--- src/rtl/core/ssp_pkg.sv ---
// Shared types and constants for the servo status packet parser.
package ssp_pkg;

  localparam logic [7:0] HDR_BYTE = 8'hFF;
  localparam logic [7:0] ERR_MASK = 8'h3F;

  localparam logic [7:0] EXPECTED_ID_RST   = 8'd1;
  localparam logic [7:0] CAPTURE_LIMIT_RST = 8'd2;

  // Configuration register indexes.
  localparam logic CFG_EXPECTED_ID   = 1'b0;
  localparam logic CFG_CAPTURE_LIMIT = 1'b1;

  // Input function codes.
  localparam logic FUNC_BYTE     = 1'b0;
  localparam logic FUNC_DEADLINE = 1'b1;

  // Result kinds.
  localparam logic [1:0] KIND_PARAM  = 2'd0;
  localparam logic [1:0] KIND_ACCEPT = 2'd1;
  localparam logic [1:0] KIND_REJECT = 2'd2;
  localparam logic [1:0] KIND_TMO    = 2'd3;

  typedef enum logic [2:0] {
    PH_HUNT1 = 3'd0,
    PH_HUNT2 = 3'd1,
    PH_ID    = 3'd2,
    PH_LEN   = 3'd3,
    PH_ERR   = 3'd4,
    PH_PARAM = 3'd5,
    PH_CHK   = 3'd6
  } phase_t;

  typedef struct packed {
    logic       func;
    logic [7:0] rx_byte;
  } in_item_t;

  typedef struct packed {
    logic [1:0] result_kind;
    logic [7:0] param_index;
    logic [7:0] param_value;
    logic [7:0] param_count;
    logic [7:0] servo_status;
  } out_item_t;

  typedef struct packed {
    logic [7:0] expected_id;
    logic [7:0] capture_limit;
  } ssp_cfg_t;

endpackage

--- src/rtl/core/ssp_stream_if.sv ---
// Valid/ready channel interfaces for the parser's input and result streams.
interface ssp_in_if;
  import ssp_pkg::*;
  logic     valid;
  logic     ready;
  in_item_t payload;
  modport source (output valid, output payload, input ready);
  modport sink (input valid, input payload, output ready);
endinterface

interface ssp_out_if;
  import ssp_pkg::*;
  logic      valid;
  logic      ready;
  out_item_t payload;
  modport source (output valid, output payload, input ready);
  modport sink (input valid, input payload, output ready);
endinterface

--- src/rtl/core/servo_status_packet_parser.sv ---
// Servo status packet parser: input register, parse step and result register.
//
// Usage: received bytes (func 0) or deadline events (func 1) arrive as
// transfers on in_ch. Each transfer yields zero or one result transfer on
// out_ch: a captured parameter byte, an accepted or rejected packet at the
// checksum byte, or a timeout for a deadline event.
// An item is captured in the input register at its transfer and is parsed
// from there; its result is loaded into the output register when the parse
// step moves, which waits while a held result is not taken on out_ch.
// Throughput: one item per cycle unless out_ch stalls, set by the single parse
// step between the input and output registers; there is no loop or shared unit.
// When out_ch stalls, the output register holds its result and the input
// register holds one more item; in_ch.ready drops only when both are full.
// Reset (rst_n low at a clock edge) empties both registers, returns the
// parser to hunting the first header byte and restores expected_id to 1
// and capture_limit to 2. The user must write the configuration port only while idle; the block does not enforce it.
module servo_status_packet_parser (
  input  logic       clk,
  input  logic       rst_n,
  ssp_in_if.sink     in_ch,
  ssp_out_if.source  out_ch,
  input  logic       cfg_we,
  input  logic       cfg_index,
  input  logic [7:0] cfg_wdata
);
  import ssp_pkg::*;

  ssp_cfg_t  cfg_r;
  logic      s1_valid_r;
  in_item_t  s1_item_r;
  logic      out_valid_r;
  out_item_t out_item_r;
  logic      advance;
  logic      step_en;
  logic      res_valid;
  out_item_t res;

  // The parse stage may move whenever the output register is free or being drained.
  assign advance      = !out_valid_r || out_ch.ready;
  assign step_en      = s1_valid_r && advance;
  assign in_ch.ready  = !s1_valid_r || advance;
  assign out_ch.valid   = out_valid_r;
  assign out_ch.payload = out_item_r;

  always_ff @(posedge clk) begin
    if (!rst_n) begin
      cfg_r.expected_id   <= EXPECTED_ID_RST;
      cfg_r.capture_limit <= CAPTURE_LIMIT_RST;
    end else if (cfg_we) begin
      case (cfg_index)
        CFG_EXPECTED_ID:   cfg_r.expected_id   <= cfg_wdata;
        CFG_CAPTURE_LIMIT: cfg_r.capture_limit <= cfg_wdata;
        default: ;
      endcase
    end
  end

  // Input register: refilled on a transfer, emptied when the parse step takes it.
  always_ff @(posedge clk) begin
    if (!rst_n) begin
      s1_valid_r <= 1'b0;
    end else if (in_ch.valid && in_ch.ready) begin
      s1_valid_r <= 1'b1;
    end else if (advance) begin
      s1_valid_r <= 1'b0;
    end
  end

  always_ff @(posedge clk) begin
    if (in_ch.valid && in_ch.ready) begin
      s1_item_r <= in_ch.payload;
    end
  end

  ssp_parser u_parser (
    .clk       (clk),
    .rst_n     (rst_n),
    .step_en   (step_en),
    .item      (s1_item_r),
    .cfg       (cfg_r),
    .res_valid (res_valid),
    .res       (res)
  );

  // Output register: loads whenever the parse stage moves, so a stalled result holds.
  always_ff @(posedge clk) begin
    if (!rst_n) begin
      out_valid_r <= 1'b0;
    end else if (advance) begin
      out_valid_r <= step_en && res_valid;
    end
  end

  always_ff @(posedge clk) begin
    if (step_en && res_valid) begin
      out_item_r <= res;
    end
  end

endmodule

--- src/rtl/core/ssp_parser.sv ---
// Packet state registers and the byte-wise parse step.
module ssp_parser (
  input  logic               clk,
  input  logic               rst_n,
  input  logic               step_en,
  input  ssp_pkg::in_item_t  item,
  input  ssp_pkg::ssp_cfg_t  cfg,
  output logic               res_valid,
  output ssp_pkg::out_item_t res
);
  import ssp_pkg::*;

  phase_t     phase_r, phase_nxt;
  logic [7:0] len_r, len_nxt;
  logic [7:0] sum_r, sum_nxt;
  logic [7:0] err_r, err_nxt;
  logic [7:0] cnt_r, cnt_nxt;
  logic [8:0] cnt_plus2;
  logic [7:0] c;

  assign c = item.rx_byte;
  assign cnt_plus2 = {1'b0, cnt_r} + 9'd3;

  always_comb begin
    phase_nxt = phase_r;
    len_nxt   = len_r;
    sum_nxt   = sum_r;
    err_nxt   = err_r;
    cnt_nxt   = cnt_r;
    res_valid = 1'b0;
    res       = '0;
    if (item.func == FUNC_DEADLINE) begin
      res_valid       = 1'b1;
      res.result_kind = KIND_TMO;
      phase_nxt       = PH_HUNT1;
      len_nxt         = '0;
      sum_nxt         = '0;
      err_nxt         = '0;
      cnt_nxt         = '0;
    end else begin
      unique case (phase_r)
        PH_HUNT2: begin
          phase_nxt = (c == HDR_BYTE) ? PH_ID : PH_HUNT1;
        end
        PH_ID: begin
          if (c == cfg.expected_id) begin
            sum_nxt   = c;
            phase_nxt = PH_LEN;
          end else begin
            phase_nxt = PH_HUNT1;
          end
        end
        PH_LEN: begin
          len_nxt   = c;
          sum_nxt   = sum_r + c;
          phase_nxt = PH_ERR;
        end
        PH_ERR: begin
          err_nxt   = c;
          sum_nxt   = sum_r + c;
          cnt_nxt   = '0;
          phase_nxt = (len_r > 8'd2) ? PH_PARAM : PH_CHK;
        end
        PH_PARAM: begin
          if (cnt_r < cfg.capture_limit) begin
            res_valid       = 1'b1;
            res.result_kind = KIND_PARAM;
            res.param_index = cnt_r;
            res.param_value = c;
          end
          cnt_nxt = cnt_r + 8'd1;
          sum_nxt = sum_r + c;
          // Incremented count plus two reaches the length: checksum is next.
          if (cnt_plus2 >= {1'b0, len_r}) begin
            phase_nxt = PH_CHK;
          end
        end
        PH_CHK: begin
          res_valid        = 1'b1;
          res.servo_status = err_r;
          if ((~sum_r == c) && ((err_r & ERR_MASK) == 8'd0) && (len_r >= 8'd2)) begin
            res.result_kind = KIND_ACCEPT;
            res.param_count = len_r - 8'd2;
          end else begin
            res.result_kind = KIND_REJECT;
          end
          phase_nxt = PH_HUNT1;
          len_nxt   = '0;
          sum_nxt   = '0;
          err_nxt   = '0;
          cnt_nxt   = '0;
        end
        default: begin
          phase_nxt = (c == HDR_BYTE) ? PH_HUNT2 : PH_HUNT1;
        end
      endcase
    end
  end

  always_ff @(posedge clk) begin
    if (!rst_n) begin
      phase_r <= PH_HUNT1;
      len_r   <= '0;
      sum_r   <= '0;
      err_r   <= '0;
      cnt_r   <= '0;
    end else if (step_en) begin
      phase_r <= phase_nxt;
      len_r   <= len_nxt;
      sum_r   <= sum_nxt;
      err_r   <= err_nxt;
      cnt_r   <= cnt_nxt;
    end
  end

endmodule

--- src/flat_wrapper.sv ---
// flat-port wrapper written by rule: the top's interface ports become plain ports
module servo_status_packet_parser_flat import ssp_pkg::*;
  (clk, rst_n, cfg_we, cfg_index, cfg_wdata, in_ch_valid, in_ch_payload, in_ch_ready, out_ch_valid, out_ch_payload, out_ch_ready);
  ssp_in_if in_ch_i ();
  ssp_out_if out_ch_i ();
  input  logic clk;
  input  logic rst_n;
  input  logic cfg_we;
  input  logic cfg_index;
  input  logic [7:0] cfg_wdata;
  input wire logic [$bits(in_ch_i.valid)-1:0] in_ch_valid;
  input wire logic [$bits(in_ch_i.payload)-1:0] in_ch_payload;
  output wire logic [$bits(in_ch_i.ready)-1:0] in_ch_ready;
  output wire logic [$bits(out_ch_i.valid)-1:0] out_ch_valid;
  output wire logic [$bits(out_ch_i.payload)-1:0] out_ch_payload;
  input wire logic [$bits(out_ch_i.ready)-1:0] out_ch_ready;
  assign in_ch_i.valid = in_ch_valid;
  assign in_ch_i.payload = in_ch_payload;
  assign in_ch_ready = in_ch_i.ready;
  assign out_ch_valid = out_ch_i.valid;
  assign out_ch_payload = out_ch_i.payload;
  assign out_ch_i.ready = out_ch_ready;
  servo_status_packet_parser u_core (.clk(clk), .rst_n(rst_n), .in_ch(in_ch_i), .out_ch(out_ch_i), .cfg_we(cfg_we), .cfg_index(cfg_index), .cfg_wdata(cfg_wdata));
endmodule
--- config.mk ---
export PLATFORM = sky130hd
export DESIGN_NAME = servo_status_packet_parser_flat
export DESIGN_NICKNAME = d
export VERILOG_FILES = /design/src/rtl/core/ssp_pkg.sv /design/src/rtl/core/ssp_stream_if.sv /design/src/rtl/core/servo_status_packet_parser.sv /design/src/rtl/core/ssp_parser.sv /design/src/flat_wrapper.sv
export SDC_FILE = /design/constraint.sdc
export NUM_CORES = 1
export LEC_CHECK = 0
export BUFFER_PORTS_ARGS = -buffer_cell sky130_fd_sc_hd__buf_2
export CORE_UTILIZATION = 44
export DETAILED_ROUTE_END_ITERATION = 6
export GPL_ROUTABILITY_DRIVEN = 0
export PLACE_DENSITY_LB_ADDON = 0.3
export SETUP_SLACK_MARGIN = 0.05
export SYNTH_ARGS = -nofsm -noshare
export SYNTH_HDL_FRONTEND = slang
export SYNTH_SLANG_ARGS = --single-unit
--- constraint.sdc ---
create_clock -name clk -period 3.9 [get_ports clk]
set_input_delay 0.39 -clock clk [delete_from_list [all_inputs] [get_ports clk]]
set_output_delay 0.39 -clock clk [all_outputs]
set_load 0.03 [all_outputs]
# [Word-level counts from Yosys, hierarchy flattened]
# Cells that the tools add are included.
[word_totals] out_inout_bits=36 in_bits=23 elab_cells=91 regBits=96
[op_classes] eq_ne=11 reduce_logical=27 muxes=23 bitwise=6 add_sub_neg=4 n_lt_le_gt_ge=4
[ops] op="$pmux 8 s2" count=3
[ops] op="$mux 8" count=5
[ops] op="$pmux 8 s3" count=1
[ops] op="$pmux 3 s6" count=1
[ops] op="$eq 8x8->1" count=2
[ops] op="$reduce_and 2->1" count=6
[ops] op="$add 8x2->9 const B" count=1
[ops] op="$eq 3x3->1 const B" count=3
[ops] op="$ge 9x8->1" count=1
[ops] op="$reduce_bool 3->1" count=3
[ops] op="$reduce_or 3->1" count=3
[ops] op="$add 8x1->8 const B" count=1
[ops] op="$add 8x8->8" count=1
[ops] op="$eq 8x8->1 const B" count=1
[ops] op="$ge 8x2->1 const B" count=1
[ops] op="$gt 8x2->1 const B" count=1
[ops] op="$logic_not 8->1" count=1
[ops] op="$lt 8x8->1" count=1
[ops] op="$mux 2" count=4
[ops] op="$not 8->8" count=1
[ops] op="$sub 8x2->8 const B" count=1
[ops] op="$eq 3x2->1 const B" count=2
[ops] op="$mux 3" count=2
[ops] op="$ne 3x2->1 const B" count=2
[ops] op="12 further kinds" count=27

# [Logic depth before layout (Yosys ltp)]
# Gate-level depths: netlist of run 1.
[logic_depth] word_depth=6 mapped_depth=11 depth_no_buf=11

# [Cells and area by module]
# A second synthesis of run 1 with hierarchy kept.
[hier_totals] hier_cells=524 area_unflattened_um2=5052.3
[by_module_without_submodules] mod="ssp_parser" area_per_inst_um2=3036.7 instances=1 cells_each=403 seq_area_each_um2=700.7
[by_module_without_submodules] mod="servo_status_packet_parser" area_per_inst_um2=2015.7 instances=1 cells_each=121 seq_area_each_um2=1651.6

# [Least setup slack after synthesis of run 1]
# OpenSTA, ideal clock, no wires.
[synth_timing] path_type="reg-to-reg" start="register u_core.u_parser.cnt_r[5]" end="register u_core.out_item_r, in the netlist u_core.out_ch.payload[0] (enable)" n_path_buf=0 synth_period_minus_slack_ns=3.626 setup_slack_ns=0.274 t_arrival_ns=3.190 setup_ns=0.436 stages_incl_launch_ff=7 required_time_ns=3.464 cell_sequence="dfxtp_1 > ha_1 > a21o_1 > a21o_1 > a211oi_1 > o21ai_0 > a21oi_1"
[synth_via] elab_chain_cells=5
[synth_rtl] item="from (decl)" line="ssp_parser.sv:17" source="logic [7:0] cnt_r, cnt_nxt;"
[synth_rtl] item="from (signal assigned)" line="ssp_parser.sv:112" source="cnt_r <= cnt_nxt;"
[synth_rtl] item="$lt 8x8->1" line="ssp_parser.sv:65" source="if (cnt_r < cfg.capture_limit) begin"
[synth_rtl] item="$mux 1" line="ssp_parser.sv:65"
[synth_rtl] item="$pmux 1 s2" line="ssp_parser.sv:41" source="unique case (phase_r)"
[synth_rtl] item="$mux 1" line="ssp_parser.sv:32" source="if (item.func == FUNC_DEADLINE) begin"
[synth_rtl] item="$logic_and 1x1->1" line="servo_status_packet_parser.sv:95" source="if (step_en && res_valid) begin"
[synth_rtl] item="to (signal assigned)" line="servo_status_packet_parser.sv:96" source="out_item_r <= res;"
[synth_rtl] item="to (decl)" line="servo_status_packet_parser.sv:32" source="out_item_t out_item_r;"
# No other way between the ends.
# A chain may end at the register's enable or synchronous reset.

# [Final worst setup path of run 1]
[layout_timing] start="register u_core.u_parser.cnt_r[5]" end="register u_core.out_item_r, in the netlist u_core.out_ch.payload[17] (enable)"
# Same word-level chain as after synthesis.

==> summary.txt, run 1 <==
Outcome
  • Outcome: finished clean

Clock network
  • H-Tree Depth: 3
  • Hold buffers post-CTS: 0
  • CTS buffer count: 9
  • CTS clk-pin slew, worst paths: approximately 0.07 ns
  • Clock Latency Late Sink: around 0.35 ns
  • Sink Count: 96
  • Clk buf depth: 2
  • CTS resizes: 0
  • CTS tree: done
  • Post-CTS setup buffers: 0
  • Root Driver: clkbuf_16

STA
  • Worst setup margin: approximately 1.2 ns
  • Clock skew: 0.00833 ns
  • Endpoints failing hold: 0
  • Slew Limit Fails: 0
  • Final setup fails: 0
  • Tcrit/Tclk final: 0.685
  • F_max: 374 MHz
  • Setup TNS: 0 ns
  • Worst-case headroom to the max-slew limit: 0.489
  • Crit path time final: 2.67 ns
  • RSZ-0062 raised after global routing: no
  • Worst Tran Pin Value: about 0.76 ns

Setup path
  • Largest fanout on the critical path: 34
  • Crit start category: flop
  • Reg2reg end: u_core.out_ch.payload[17]
  • Critical path depth: 7
  • Crit end category: flop
  • CP arrival: 2.68 ns
  • Crit path top cell by count: a21o_1
  • Crit Path Category: flop to flop
  • CP startpoint: u_core.u_parser.cnt_r[5]
  • Reg2reg setup slack: 1.23 ns
  • Buf/Inv on CP: 1
  • Worst path max stage delay: around 0.45 ns
  • CP cell instances: ha_1 -> a21o_1 -> a21o_1 -> a211oi_1 -> o21ai_0 -> a21oi_4 -> buf_4
  • Worst R2R Path Depth: 7
  • Slowest cell on the critical path: dfxtp_1
  • Required @ worst endpoint: ~4 ns
  • Delay-heaviest family, CP: compound AO/OA/AOI/OAI gates
  • CP endpoint: u_core.out_ch.payload[17]
  • Reg2Reg Launch Point: u_core.u_parser.cnt_r[5]

Drt
  • Initial drt markers: 243
  • DRT antenna net count: 0
  • DR WL/cell: roughly 16 um
  • DR pass1 iterations: 5
  • Via Count: around 4000
  • Via density: roughly 5.5
  • DRC: 0
  • Post-Route WL: 11700 um

Logic synthesis
  • Share of flip-flops with an asynchronous set or reset: 0
  • Sequential element share of the synthesized area: 0.459
  • Count of cell types in the netlist: between 60 and 70
  • Synth Cell Area: 5120 sq um
  • Most common flop cell mapped by yosys: dfxtp_1
  • Cells after Synth: approximately 540
  • Synth Register Bits: between 90 and 100
  • Mapped Nets: around 590
  • EDFF count, synth: 43
  • Yosys warnings: 0
  • Syn_area_per_cell: approximately 9.5 sq um

Final layout
  • Fill count: roughly 1100
  • NumNets Final: roughly 630
  • Fin area: 5740 sq um
  • Multi-input logic area: about 2500 sq um
  • Sequential Area: about 2400 sq um
  • Antenna cells: 0
  • Layout cells sized above 1: 0.152
  • Synth-to-layout area growth: 12.0%

Pwr
  • Clock power share: 0.402
  • Switch Pwr: 527 uW
  • P_leak: 0.00234 uW
  • Sequential share of power: 0.525
  • Pwr Total: 2100 uW
  • PwrDens: 366 nW/um^2
  • Int Pwr: around 1600 uW
  • Combinational share of power: 0.073
  • Switching share of power: 0.251
  • VDD IR-drop max: roughly 0.00017 V

Floorplan
  • Initial Util: 0.451
  • I/O Pins: approximately 60
  • Die ar.: 12100 sq um
  • Chip Width: 110 um
  • FP Rows: 39
  • Chip height: 110 um
  • Core area: approximately 11000 sq um

Global route
  • Grt total ovfl: 0
  • Largest net degree at the start of global routing: 50
  • Total track usage: 0.210
  • Initial antenna violation count: 0
  • Vias in the first global route: approximately 3800
  • First-pass GRT wire length: about 19000 um

Min path
  • HP Class: input port to flop

Placement
  • Placement Setup Slack: 1.24 ns
  • Placement Cell Area: 5450 sq um
  • Post-DP HPWL: ~8500 um
  • I/O Buffers: between 50 and 60

Job
  • # Max-Cap Violations: 0
## how the worst min path moves through the flow
stage | from | end | cells past startpoint
after global placement | u_core.u_parser.sum_r[3] | u_core.u_parser.sum_r[3] | 2
after detailed placement | u_core.u_parser.err_r[6] | u_core.u_parser.err_r[6] | 2
after floorplan | u_core.u_parser.sum_r[6] | u_core.u_parser.sum_r[6] | 1
final | in_ch_payload[1] | u_core.s1_item_r[1] | 1
after CTS | in_ch_payload[3] | u_core.s1_item_r[3] | 1
after global routing | in_ch_payload[1] | u_core.s1_item_r[1] | 1
## per-layer routing
layer  up-vias  wire length, um  GRT usage  share of wire
li1       1984                -          -              -
met1      1869             5260      0.272           0.45
met3        30              762     0.0427          0.065
met5         -                0          0              0
met2       145             5360      0.332           0.46
met4         0              352      0.107          0.030
## sequential cells by signal (all words and copies together), names as in the netlist
| name | count |
|---|---|
| u_core.cfg_r | 16 |
| u_core.out_ch.payload | 34 |
| u_core.out_ch.valid | 1 |
| u_core.s1_item_r | 9 |
| u_core.s1_valid_r | 1 |
| u_core.u_parser.cnt_r | 8 |
| u_core.u_parser.err_r | 8 |
| u_core.u_parser.len_r | 8 |
| u_core.u_parser.phase_r | 3 |
| u_core.u_parser.sum_r | 8 |
## power by group through the flow
stage	registers [uW]	clock network (uW)	logic, uW
after floorplan	1110	0	116
after global placement	1120	0	150
after detailed placement	1120	0	154
after CTS	1100	857	155
after global routing	1100	898	173
final	1100	845	154
## metrics by stage
stage	util	cells	hold WS [ns]
CTS	0.505	727	0.203
global placement	0.480	711	0.452
detailed placement	0.480	711	0.458
global route	0.505	727	0.206
finish	0.505	727	0.210
floorplan	-	537	0.439
## area by class of cell
class / count / area share
inverter: 22 / 0.0144
clock inverter: 6 / 0.00959
sequential: 96 / 0.410
clock buffer: 10 / 0.0399
tap: 143 / 0.0312
timing repair buffer: 62 / 0.0558
multi-input combinational: 388 / 0.439
## placed cells by master, fill, tap and decap left out, types with 13 or more instances in the layout
cell type   n
nand3_1    33
dfxtp_1    53
a21boi_0   32
ha_1       25
xor2_1     14
a21oi_1    19
nand2_1    79
inv_1      22
and2_1     16
buf_2      58
and3_1     13
o21ai_0    13
nor2_1     29
edfxtp_1   43
## Yosys cell counts (2+ instances only)
master / number / area (sq um)
nor2_1: 29 / 109
o21ai_0: 13 / 65.1
nand3_1: 33 / 165
and2_2: 2 / 15.0
xnor2_1: 10 / 87.6
buf_6: 4 / 45.0
xor2_2: 3 / 48.8
xor2_1: 14 / 123
o211ai_1: 4 / 30.0
a31oi_1: 2 / 12.5
buf_1: 2 / 7.51
clkbuf_8: 2 / 27.5
a32o_1: 2 / 20.0
ha_1: 25 / 313
o22ai_1: 2 / 12.5
dfxtp_1: 53 / 1060
nand2b_1: 7 / 43.8
nor4_1: 3 / 18.8
nor3_1: 10 / 50.1
a21oi_1: 20 / 100
nor4_2: 2 / 25.0
nor2b_1: 8 / 50.1
or3_1: 4 / 25.0
inv_1: 22 / 82.6
and3_1: 13 / 81.3
a21boi_0: 32 / 240
a21o_1: 7 / 52.6
clkbuf_1: 18 / 67.6
mux2i_1: 9 / 90.1
nand2_1: 79 / 297
and2_1: 16 / 100
buf_2: 2 / 10.0
a211oi_1: 4 / 30.0
nand4_1: 8 / 50.1
edfxtp_1: 43 / 1290
buf_4: 3 / 22.5
## cells by family (layout without fill, tap and decap cells)
group,after synthesis,after routing,share of synthesized area
xor gates and xnor gates,27,27,0.0505
adders and majority gates,27,27,0.0669
buffers and inverters,53,100,0.0513
AOI/OAI and AO/OA,104,104,0.142
DFF,96,96,0.459
and+or+nand+nor,221,221,0.212
muxes,9,9,0.0176
No activity file was read; power rests on OpenSTA's default activity.
==> inputs of run 2 (changes only) <==
- ABC_AREA: default -> 1
- clock period: 3.9 -> 2.2 ns (I/O delays scaled with it)
==> run 2 against run 1 <==
Against the previous run:
- clock skew grew 0.0014 ns
- area after synthesis shrank 0.49%
- first-iteration DRC count grew 32%
- die area shrank 0.48%
- worst setup slack lost 1.1 ns
- sequential power grew 80%
- register-to-register slack lost 1.1 ns
- synthesized cell count grew 12%
- count of clock-buffer cells in the layout shrank 1
- sequential share of layout area shrank 2.4 points
- non-clock buffer count grew 26
- cell area grew 6.5%
- critical endpoint is now u_core.out_ch.payload[11]
- highest routed layer unchanged
==> summary.txt, run 2 <==
Placement
  • Placement Cell Area: 5660 sq um (was 5450 sq um)
  • Post-DP HPWL: 8750 um (was 8520 um)
  • I/O Buffers: 58 (unchanged)
  • # placed instances: 812 (was 711)
  • Placement Setup Slack: -0.0654 ns (was 1.24 ns)

Setup path
  • Largest fanout on the critical path: 9 (was 34)
  • Buf/Inv on CP: 3 (was 1)
  • Required @ worst endpoint: 2.26 ns (was 3.91 ns)
  • Worst path max stage delay: 0.32 ns (was 0.45 ns)
  • Crit end category: flop (unchanged)
  • Reg2Reg Launch Point: u_core.cfg_r[7] (was u_core.u_parser.cnt_r[5])
  • Crit start category: flop (unchanged)
  • Reg2reg setup slack: 0.08 ns (was 1.23 ns)
  • Crit path top cell by count: nand2_1 (was a21o_1)
  • Crit Path Category: flop to flop (unchanged)
  • Worst R2R Path Depth: 10 (was 7)
  • Delay-heaviest family, CP: buffers and inverters (was compound AO/OA/AOI/OAI gates)
  • CP arrival: 2.18 ns (was 2.68 ns)
  • CP cell instances: inv_1 -> ha_1 -> nand2_1 -> o21ai_2 -> a211oi_4 -> nand2_1 -> nand2_1 -> nand2_1 -> clkinvlp_4 -> clkbuf_16 (was ha_1 -> a21o_1 -> a21o_1 -> a211oi_1 -> o21ai_0 -> a21oi_4 -> buf_4)
  • Slowest cell on the critical path: ha_1 (was dfxtp_1)
  • Reg2reg end: u_core.out_ch.payload[11] (was u_core.out_ch.payload[17])

STA
  • Min Hold Slack: 0.0461 ns (was 0.210 ns)
  • Endpoints failing hold: 0 (unchanged)
  • RSZ-0062 raised after global routing: yes (was no)
  • Worst Tran Pin Value: 0.447 ns (was 0.759 ns)
  • Crit path time final: 2.12 ns (was 2.67 ns)
  • F_max: 472 MHz (was 374 MHz)
  • Tcrit/Tclk final: 0.963 (was 0.685)
  • Worst setup margin: 0.0821 ns (was 1.23 ns)
  • Clock skew: 0.00971 ns (was 0.00833 ns)
  • Worst-case headroom to the max-slew limit: 0.702 (was 0.489)
  • Final setup fails: 0 (unchanged)
  • Slew Limit Fails: 0 (unchanged)

Logic synthesis
  • Yosys warnings: 0 (unchanged)
  • Synth top area share: 0.253 (was 0.252)
  • Most common flop cell mapped by yosys: dfxtp_1 (unchanged)
  • Top-count cell post-synth: nand2_1 (unchanged)
  • Synth top area cells: edfxtp_1 (25%), dfxtp_1 (21%), nand2_1 (7.5%) (was edfxtp_1 (25%), dfxtp_1 (21%), ha_1 (6.1%))
  • Syn_area_per_cell: 8.44 sq um (was 9.54 sq um)
  • Synth Register Bits: 96 (unchanged)
  • Count of cell types in the netlist: 43 (was 63)
  • Synth Cell Area: 5100 sq um (was 5120 sq um)
  • Mapped Nets: 653 (was 586)
  • EDFF count, synth: 43 (unchanged)
  • Dominant cell type by area after synthesis: edfxtp_1 (unchanged)
  • Share of flip-flops with an asynchronous set or reset: 0 (unchanged)
  • Cells after Synth: 604 (was 537)
  • Sequential element share of the synthesized area: 0.461 (was 0.459)
  • Synth top cells by count: nand2_1 (102), inv_1 (81), nor2_1 (77) (was nand2_1 (79), dfxtp_1 (53), edfxtp_1 (43))

Clock network
  • CTS tree: done (unchanged)
  • Clock Latency Late Sink: 0.35 ns (about the same)
  • H-Tree Depth: 3 (unchanged)
  • CTS buffer count: 9 (unchanged)
  • Sink Count: 96 (unchanged)
  • CTS clk-pin slew, worst paths: 0.07 ns (about the same)
  • Root Driver: clkbuf_16 (unchanged)
  • Clk buf depth: 2 (unchanged)

Min path
  • Hold Crit Depth: 1 (unchanged)
  • Hold wc startpoint: in_ch_payload[3] (was in_ch_payload[1])
  • HP Class: input port to flop (unchanged)
  • Min-Delay Endpoint: u_core.s1_item_r[3] (was u_core.s1_item_r[1])

Final layout
  • Antenna cells: 0 (unchanged)
  • Most common cell after layout, fill and taps aside: nand2_1 (unchanged)
  • Layout cells sized above 1: 0.244 (was 0.152)
  • Fin area: 6110 sq um (was 5740 sq um)
  • Max reg flops: 34 (unchanged)
  • NumNets Final: 741 (was 628)
  • Final core occ: 0.552 (was 0.505)
  • Synth-to-layout area growth: 19.9% (was 12.0%)
  • Most frequent cells in the layout: nand2_1 (99), inv_1 (77), nor2_1 (77) (was nand2_1 (79), buf_2 (58), dfxtp_1 (53))
  • Count of non-filler cells in the finished layout: 837 (was 727)

Drt
  • Via density: 5.09 (was 5.54)
  • DR pass1 iterations: 5 (unchanged)
  • DRC: 0 (unchanged)
  • DRT antenna net count: 0 (unchanged)
  • DR WL/cell: 14.0 um (was 16.1 um)
  • Post-Route WL: 11700 um (about the same)
  • Via Count: 4259 (was 4028)
  • Initial drt markers: 320 (was 243)

Floorplan
  • Chip height: 110 um (about the same)
  • I/O Pins: 59 (unchanged)
  • Die ar.: 12000 sq um (was 12100 sq um)
  • FP Rows: 38 (was 39)
  • Initial Util: 0.460 (was 0.451)
  • Chip Width: 110 um (about the same)
  • Core area: 11100 sq um (was 11400 sq um)

Global route
  • Vias in the first global route: 3927 (was 3801)
  • Initial antenna violation count: 0 (unchanged)
  • Largest net degree at the start of global routing: 37 (was 50)
  • First-pass GRT wire length: 18500 um (was 19100 um)
  • Grt total ovfl: 0 (unchanged)
  • Total track usage: 0.201 (was 0.210)

Pwr
  • VDD IR-drop max: 0.000419 V (was 0.000173 V)
  • P_leak: 0.00267 uW (was 0.00234 uW)
  • PwrDens: 663 nW/um^2 (was 366 nW/um^2)

Outcome
  • Outcome: finished clean (unchanged)

Job
  • # Max-Cap Violations: 0 (unchanged)
run 2: cell families after synthesis:
family / share of synthesized area
buffers and inverters: 0.0849
flip-flops: 0.461
XOR/XNOR: 0.0240
adder cells (fa/ha/maj): 0.0653
AND/OR/NAND/NOR: 0.238
AO/OA/AOI/OAI: 0.127
run 2: repair_timing:
action,4_1_cts,5_1_grt
gates resized for setup,9,14
setup endpoints to repair,3,39
hold buffers,0,0
cloned,0,3
setup buffers,1,5
pin swaps,9,7
run 2: how the worst max path moves through the flow:
stage | slack [ns] | cells after the start | start | end
3_5_place_dp | -0.07 | 17 | u_core.u_parser.cnt_r[1] | u_core.u_parser.phase_r[1]
6_report | 0.08 | 10 | u_core.cfg_r[7] | u_core.out_ch.payload[11]
2_1_floorplan | 0.08 | 17 | u_core.u_parser.cnt_r[0] | u_core.u_parser.phase_r[2]
3_3_place_gp | 0.09 | 17 | u_core.u_parser.cnt_r[1] | u_core.u_parser.phase_r[2]
5_1_grt | -0.02 | 10 | u_core.u_parser.cnt_r[1] | u_core.out_ch.payload[27]
4_1_cts | 0.05 | 17 | u_core.u_parser.cnt_r[1] | u_core.u_parser.phase_r[1]
run 2: worst reg2reg max path: stages, from the launching register on:
cell	delay (ns)
dfxtp_1	0.31
inv_1	0.05
ha_1	0.32
nand2_1	0.13
o21ai_2	0.09
a211oi_4	0.24
nand2_1	0.09
nand2_1	0.06
nand2_1	0.10
clkinvlp_4	0.24
clkbuf_16	0.20
run 2: per-layer routing:
layer | GRT usage | up-vias | part of all wire
met5 | 0 | - | 0
met4 | 0.0838 | 0 | 0.016
li1 | - | 2149 | -
met1 | 0.265 | 1968 | 0.45
met3 | 0.0267 | 14 | 0.053
met2 | 0.333 | 128 | 0.48
run 2: stage by stage:
stage | TNS [ns] | power [uW]
finish | 0 | 4050
global placement | 0 | 2570
global route | -0.381 | 4230
detailed placement | -0.110 | 2590
CTS | 0 | 4040
floorplan | 0 | 2420
run 2: power breakdown:
| part | total, uW | switching, uW | internal (uW) |
|---|---|---|---|
| combinational | 615 | 391 | 224 |
| sequential | 1980 | 47.5 | 1930 |
| clock | 1460 | 688 | 767 |
| total | 4050 | 1130 | 2930 |
run 2: layout make-up:
class	instances	area, sq um
inverter	93	363
clock inverter	7	46.3
tap	140	175
sequential	96	2360
timing repair buffer	88	567
clock buffer	9	225
multi-input combinational	404	2380
fill	1032	4970
==> inputs of run 3 (changes only) <==
- clock period: 2.2 -> 2.1 ns (I/O delays scaled with it)
==> run 3 against run 2 <==
Against the previous run:
- the flow now finishes with violations (setup timing)
- sequential power rose by 5%
- wire length increased by 2.1%
- core utilization increased by 1.3 points
- critical endpoint is now u_core.out_ch.payload[30]
==> summary.txt, run 3 (same netlist as run 2, synthesis figures left out) <==
Outcome
  • Outcome: complete, but fails checks (was finished clean)
  • Failing checks: setup timing

Drt
  • Via Count: 4335 (was 4259)
  • DR WL/cell: 14.2 um (was 14.0 um)
  • Via density: 5.12 (was 5.09)
  • DRT antenna net count: 0 (unchanged)
  • Post-Route WL: 12000 um (was 11700 um)
  • DR pass1 iterations: 7 (was 5)
  • DRC: 0 (unchanged)
  • Initial drt markers: 332 (was 320)

Clock network
  • Root Driver: clkbuf_16 (unchanged)
  • CTS buffer count: 9 (unchanged)
  • Sink Count: 96 (unchanged)
  • CTS clk-pin slew, worst paths: 0.06 ns (was 0.07 ns)
  • CTS tree: done (unchanged)
  • H-Tree Depth: 3 (unchanged)
  • Hold buffers post-CTS: 0 (unchanged)
  • Clk buf depth: 2 (unchanged)
  • Clock Latency Late Sink: 0.34 ns (was 0.35 ns)

Floorplan
  • Initial Util: 0.460 (unchanged)
  • Die ar.: 12000 sq um (unchanged)
  • FP Rows: 38 (unchanged)
  • I/O Pins: 59 (unchanged)
  • Core area: 11100 sq um (unchanged)
  • Chip Width: 110 um (unchanged)
  • Chip height: 110 um (unchanged)

STA
  • Endpoints failing hold: 0 (unchanged)
  • Worst setup margin: -0.0581 ns (was 0.0821 ns)
  • RSZ-0062 raised after global routing: yes (unchanged)
  • Slew Limit Fails: 0 (unchanged)
  • Tcrit/Tclk final: 1.03 (was 0.963)
  • F_max: 463 MHz (was 472 MHz)
  • Worst Tran Pin Value: 0.409 ns (was 0.447 ns)
  • Worst-case headroom to the max-slew limit: 0.727 (was 0.702)
  • Crit path time final: 2.16 ns (was 2.12 ns)
  • Clock skew: 0.0101 ns (was 0.00971 ns)
  • Final setup fails: 34 (was 0)

Placement
  • Post-DP HPWL: 8740 um (was 8750 um)
  • I/O Buffers: 58 (unchanged)
  • Placement Cell Area: 5760 sq um (was 5660 sq um)
  • Placement Setup Slack: -0.0464 ns (was -0.0654 ns)

Pwr
  • Switch Pwr: 1150 uW (was 1130 uW)
  • Sequential share of power: 0.466 (was 0.489)
  • Combinational share of power: 0.149 (was 0.152)
  • Clock power share: 0.384 (was 0.359)
  • Int Pwr: 3290 uW (was 2930 uW)
  • VDD IR-drop max: 0.000510 V (was 0.000419 V)
  • P_leak: 0.00274 uW (was 0.00267 uW)
  • Switching share of power: 0.259 (was 0.278)
  • PwrDens: 710 nW/um^2 (was 663 nW/um^2)

Setup path
  • CP arrival: 2.26 ns (was 2.18 ns)
  • CP cell instances: buf_4 -> buf_6 -> ha_4 -> a21oi_2 -> o21ai_1 -> nand4_1 -> nand2_1 -> nand2_1 -> nand2_2 -> clkinvlp_4 -> clkbuf_16 (was inv_1 -> ha_1 -> nand2_1 -> o21ai_2 -> a211oi_4 -> nand2_1 -> nand2_1 -> nand2_1 -> clkinvlp_4 -> clkbuf_16)
  • Reg2reg end: u_core.out_ch.payload[30] (was u_core.out_ch.payload[11])
  • Worst path max stage delay: 0.33 ns (was 0.32 ns)
  • Slowest cell on the critical path: dfxtp_2 (was ha_1)
  • Worst R2R Path Depth: 11 (was 10)
  • Reg2reg setup slack: -0.06 ns (was 0.08 ns)
  • Crit Path Category: flop to flop (unchanged)
  • Reg2Reg Launch Point: u_core.u_parser.cnt_r[1] (was u_core.cfg_r[7])
  • Largest fanout on the critical path: 9 (unchanged)
  • Crit end category: flop (unchanged)
  • Required @ worst endpoint: 2.20 ns (was 2.26 ns)
  • Crit path top cell by count: nand2_1 (unchanged)
  • Crit start category: flop (unchanged)

Global route
  • Total track usage: 0.203 (was 0.201)
  • Largest net degree at the start of global routing: 37 (unchanged)
  • First-pass GRT wire length: 18500 um (about the same)
  • Grt total ovfl: 0 (unchanged)
  • Initial antenna violation count: 0 (unchanged)
  • Vias in the first global route: 3940 (was 3927)

Min path
  • Hold Crit Depth: 1 (unchanged)
  • Hold wc startpoint: in_ch_payload[1] (was in_ch_payload[3])
  • HP Class: input port to flop (unchanged)
  • Min-Delay Endpoint: u_core.s1_item_r[1] (was u_core.s1_item_r[3])

Final layout
  • Fin area: 6260 sq um (was 6110 sq um)
  • Final core occ: 0.565 (was 0.552)
  • Max reg flops: 34 (unchanged)
  • NumNets Final: 750 (was 741)
  • Layout cells sized above 1: 0.256 (was 0.244)
  • Most common cell after layout, fill and taps aside: nand2_1 (unchanged)
  • Most frequent cells in the layout: nand2_1 (98), inv_1 (78), nor2_1 (77) (was nand2_1 (99), inv_1 (77), nor2_1 (77))
  • Synth-to-layout area growth: 22.7% (was 19.9%)
  • Antenna cells: 0 (unchanged)

Job
  • # Max-Cap Violations: 0 (unchanged)
run 3: changes by cell type in the layout (fill, tap and decap cells not counted), moves of 2 or more:
cell,before,now
buf_4,26,33
ha_1,23,19
ha_4,2,5
buf_6,1,3
inv_4,3,1
nand2_2,7,9
run 3: area by class of cell:
cell class              count  area [sq um]
fillers                   974          4820
repair buffers             97           642
clock buffers              11           264
flip-flops and latches     96          2360
well taps                 140           175
multi-input cells         404          2410
inverters                  93           360
clock inverters             5          52.6
run 3: per-layer routing:
| layer | track usage | vias up | wire, um |
|---|---|---|---|
| met3 | 0.0285 | 19 | 683 |
| met5 | 0 | - | 0 |
| met1 | 0.266 | 1988 | 5350 |
| met4 | 0.0867 | 0 | 250 |
| met2 | 0.334 | 164 | 5700 |
| li1 | - | 2164 | - |
run 3: critical path: cells and delay by family, from the launching register on:
kind	cells	cell delay, ns
flip-flops	1	0.33
buffers and inverters	4	0.71
AND/OR/NAND/NOR	4	0.45
AO/OA/AOI/OAI	2	0.17
adder cells (fa/ha/maj)	1	0.26
run 3: worst max path at each step:
stage	from	to	slack, ns	depth (start not counted)
final	u_core.u_parser.cnt_r[1]	u_core.out_ch.payload[30]	-0.06	11
after global routing	u_core.u_parser.cnt_r[0]	u_core.u_parser.phase_r[1]	-0.13	18
after CTS	u_core.u_parser.cnt_r[1]	u_core.u_parser.phase_r[2]	0.06	17
after detailed placement	u_core.u_parser.cnt_r[1]	u_core.u_parser.phase_r[2]	-0.05	17
after global placement	u_core.u_parser.cnt_r[0]	u_core.u_parser.phase_r[2]	0.02	17
after floorplan	u_core.u_parser.cnt_r[0]	u_core.u_parser.phase_r[2]	0.05	17
run 3: stage by stage:
step | hold WS (ns) | setup TNS [ns] | instances | total power (uW)
finish | 0.0414 | -1.29 | 846 | 4450
floorplan | 0.309 | 0 | 604 | 2540
detailed placement | 0.388 | -0.0941 | 823 | 2730
CTS | 0.0371 | 0 | 839 | 4430
global placement | 0.387 | 0 | 823 | 2710
global route | 0.0370 | -3.98 | 846 | 4620
run 3: power groups by stage:
stage,registers (uW),clock network (uW),logic [uW]
after detailed placement,2110,0,612
after global placement,2110,0,600
after CTS,2070,1740,623
final,2070,1710,665
after global routing,2080,1800,737
after floorplan,2150,0,396
run 3: what timing repair did:
item | in CTS | in global routing
cloned | 0 | 3
setup buffers | 0 | 4
endpoints found under the setup margin | 3 | 44
pin swaps | 4 | 4
gates resized for setup | 7 | 12
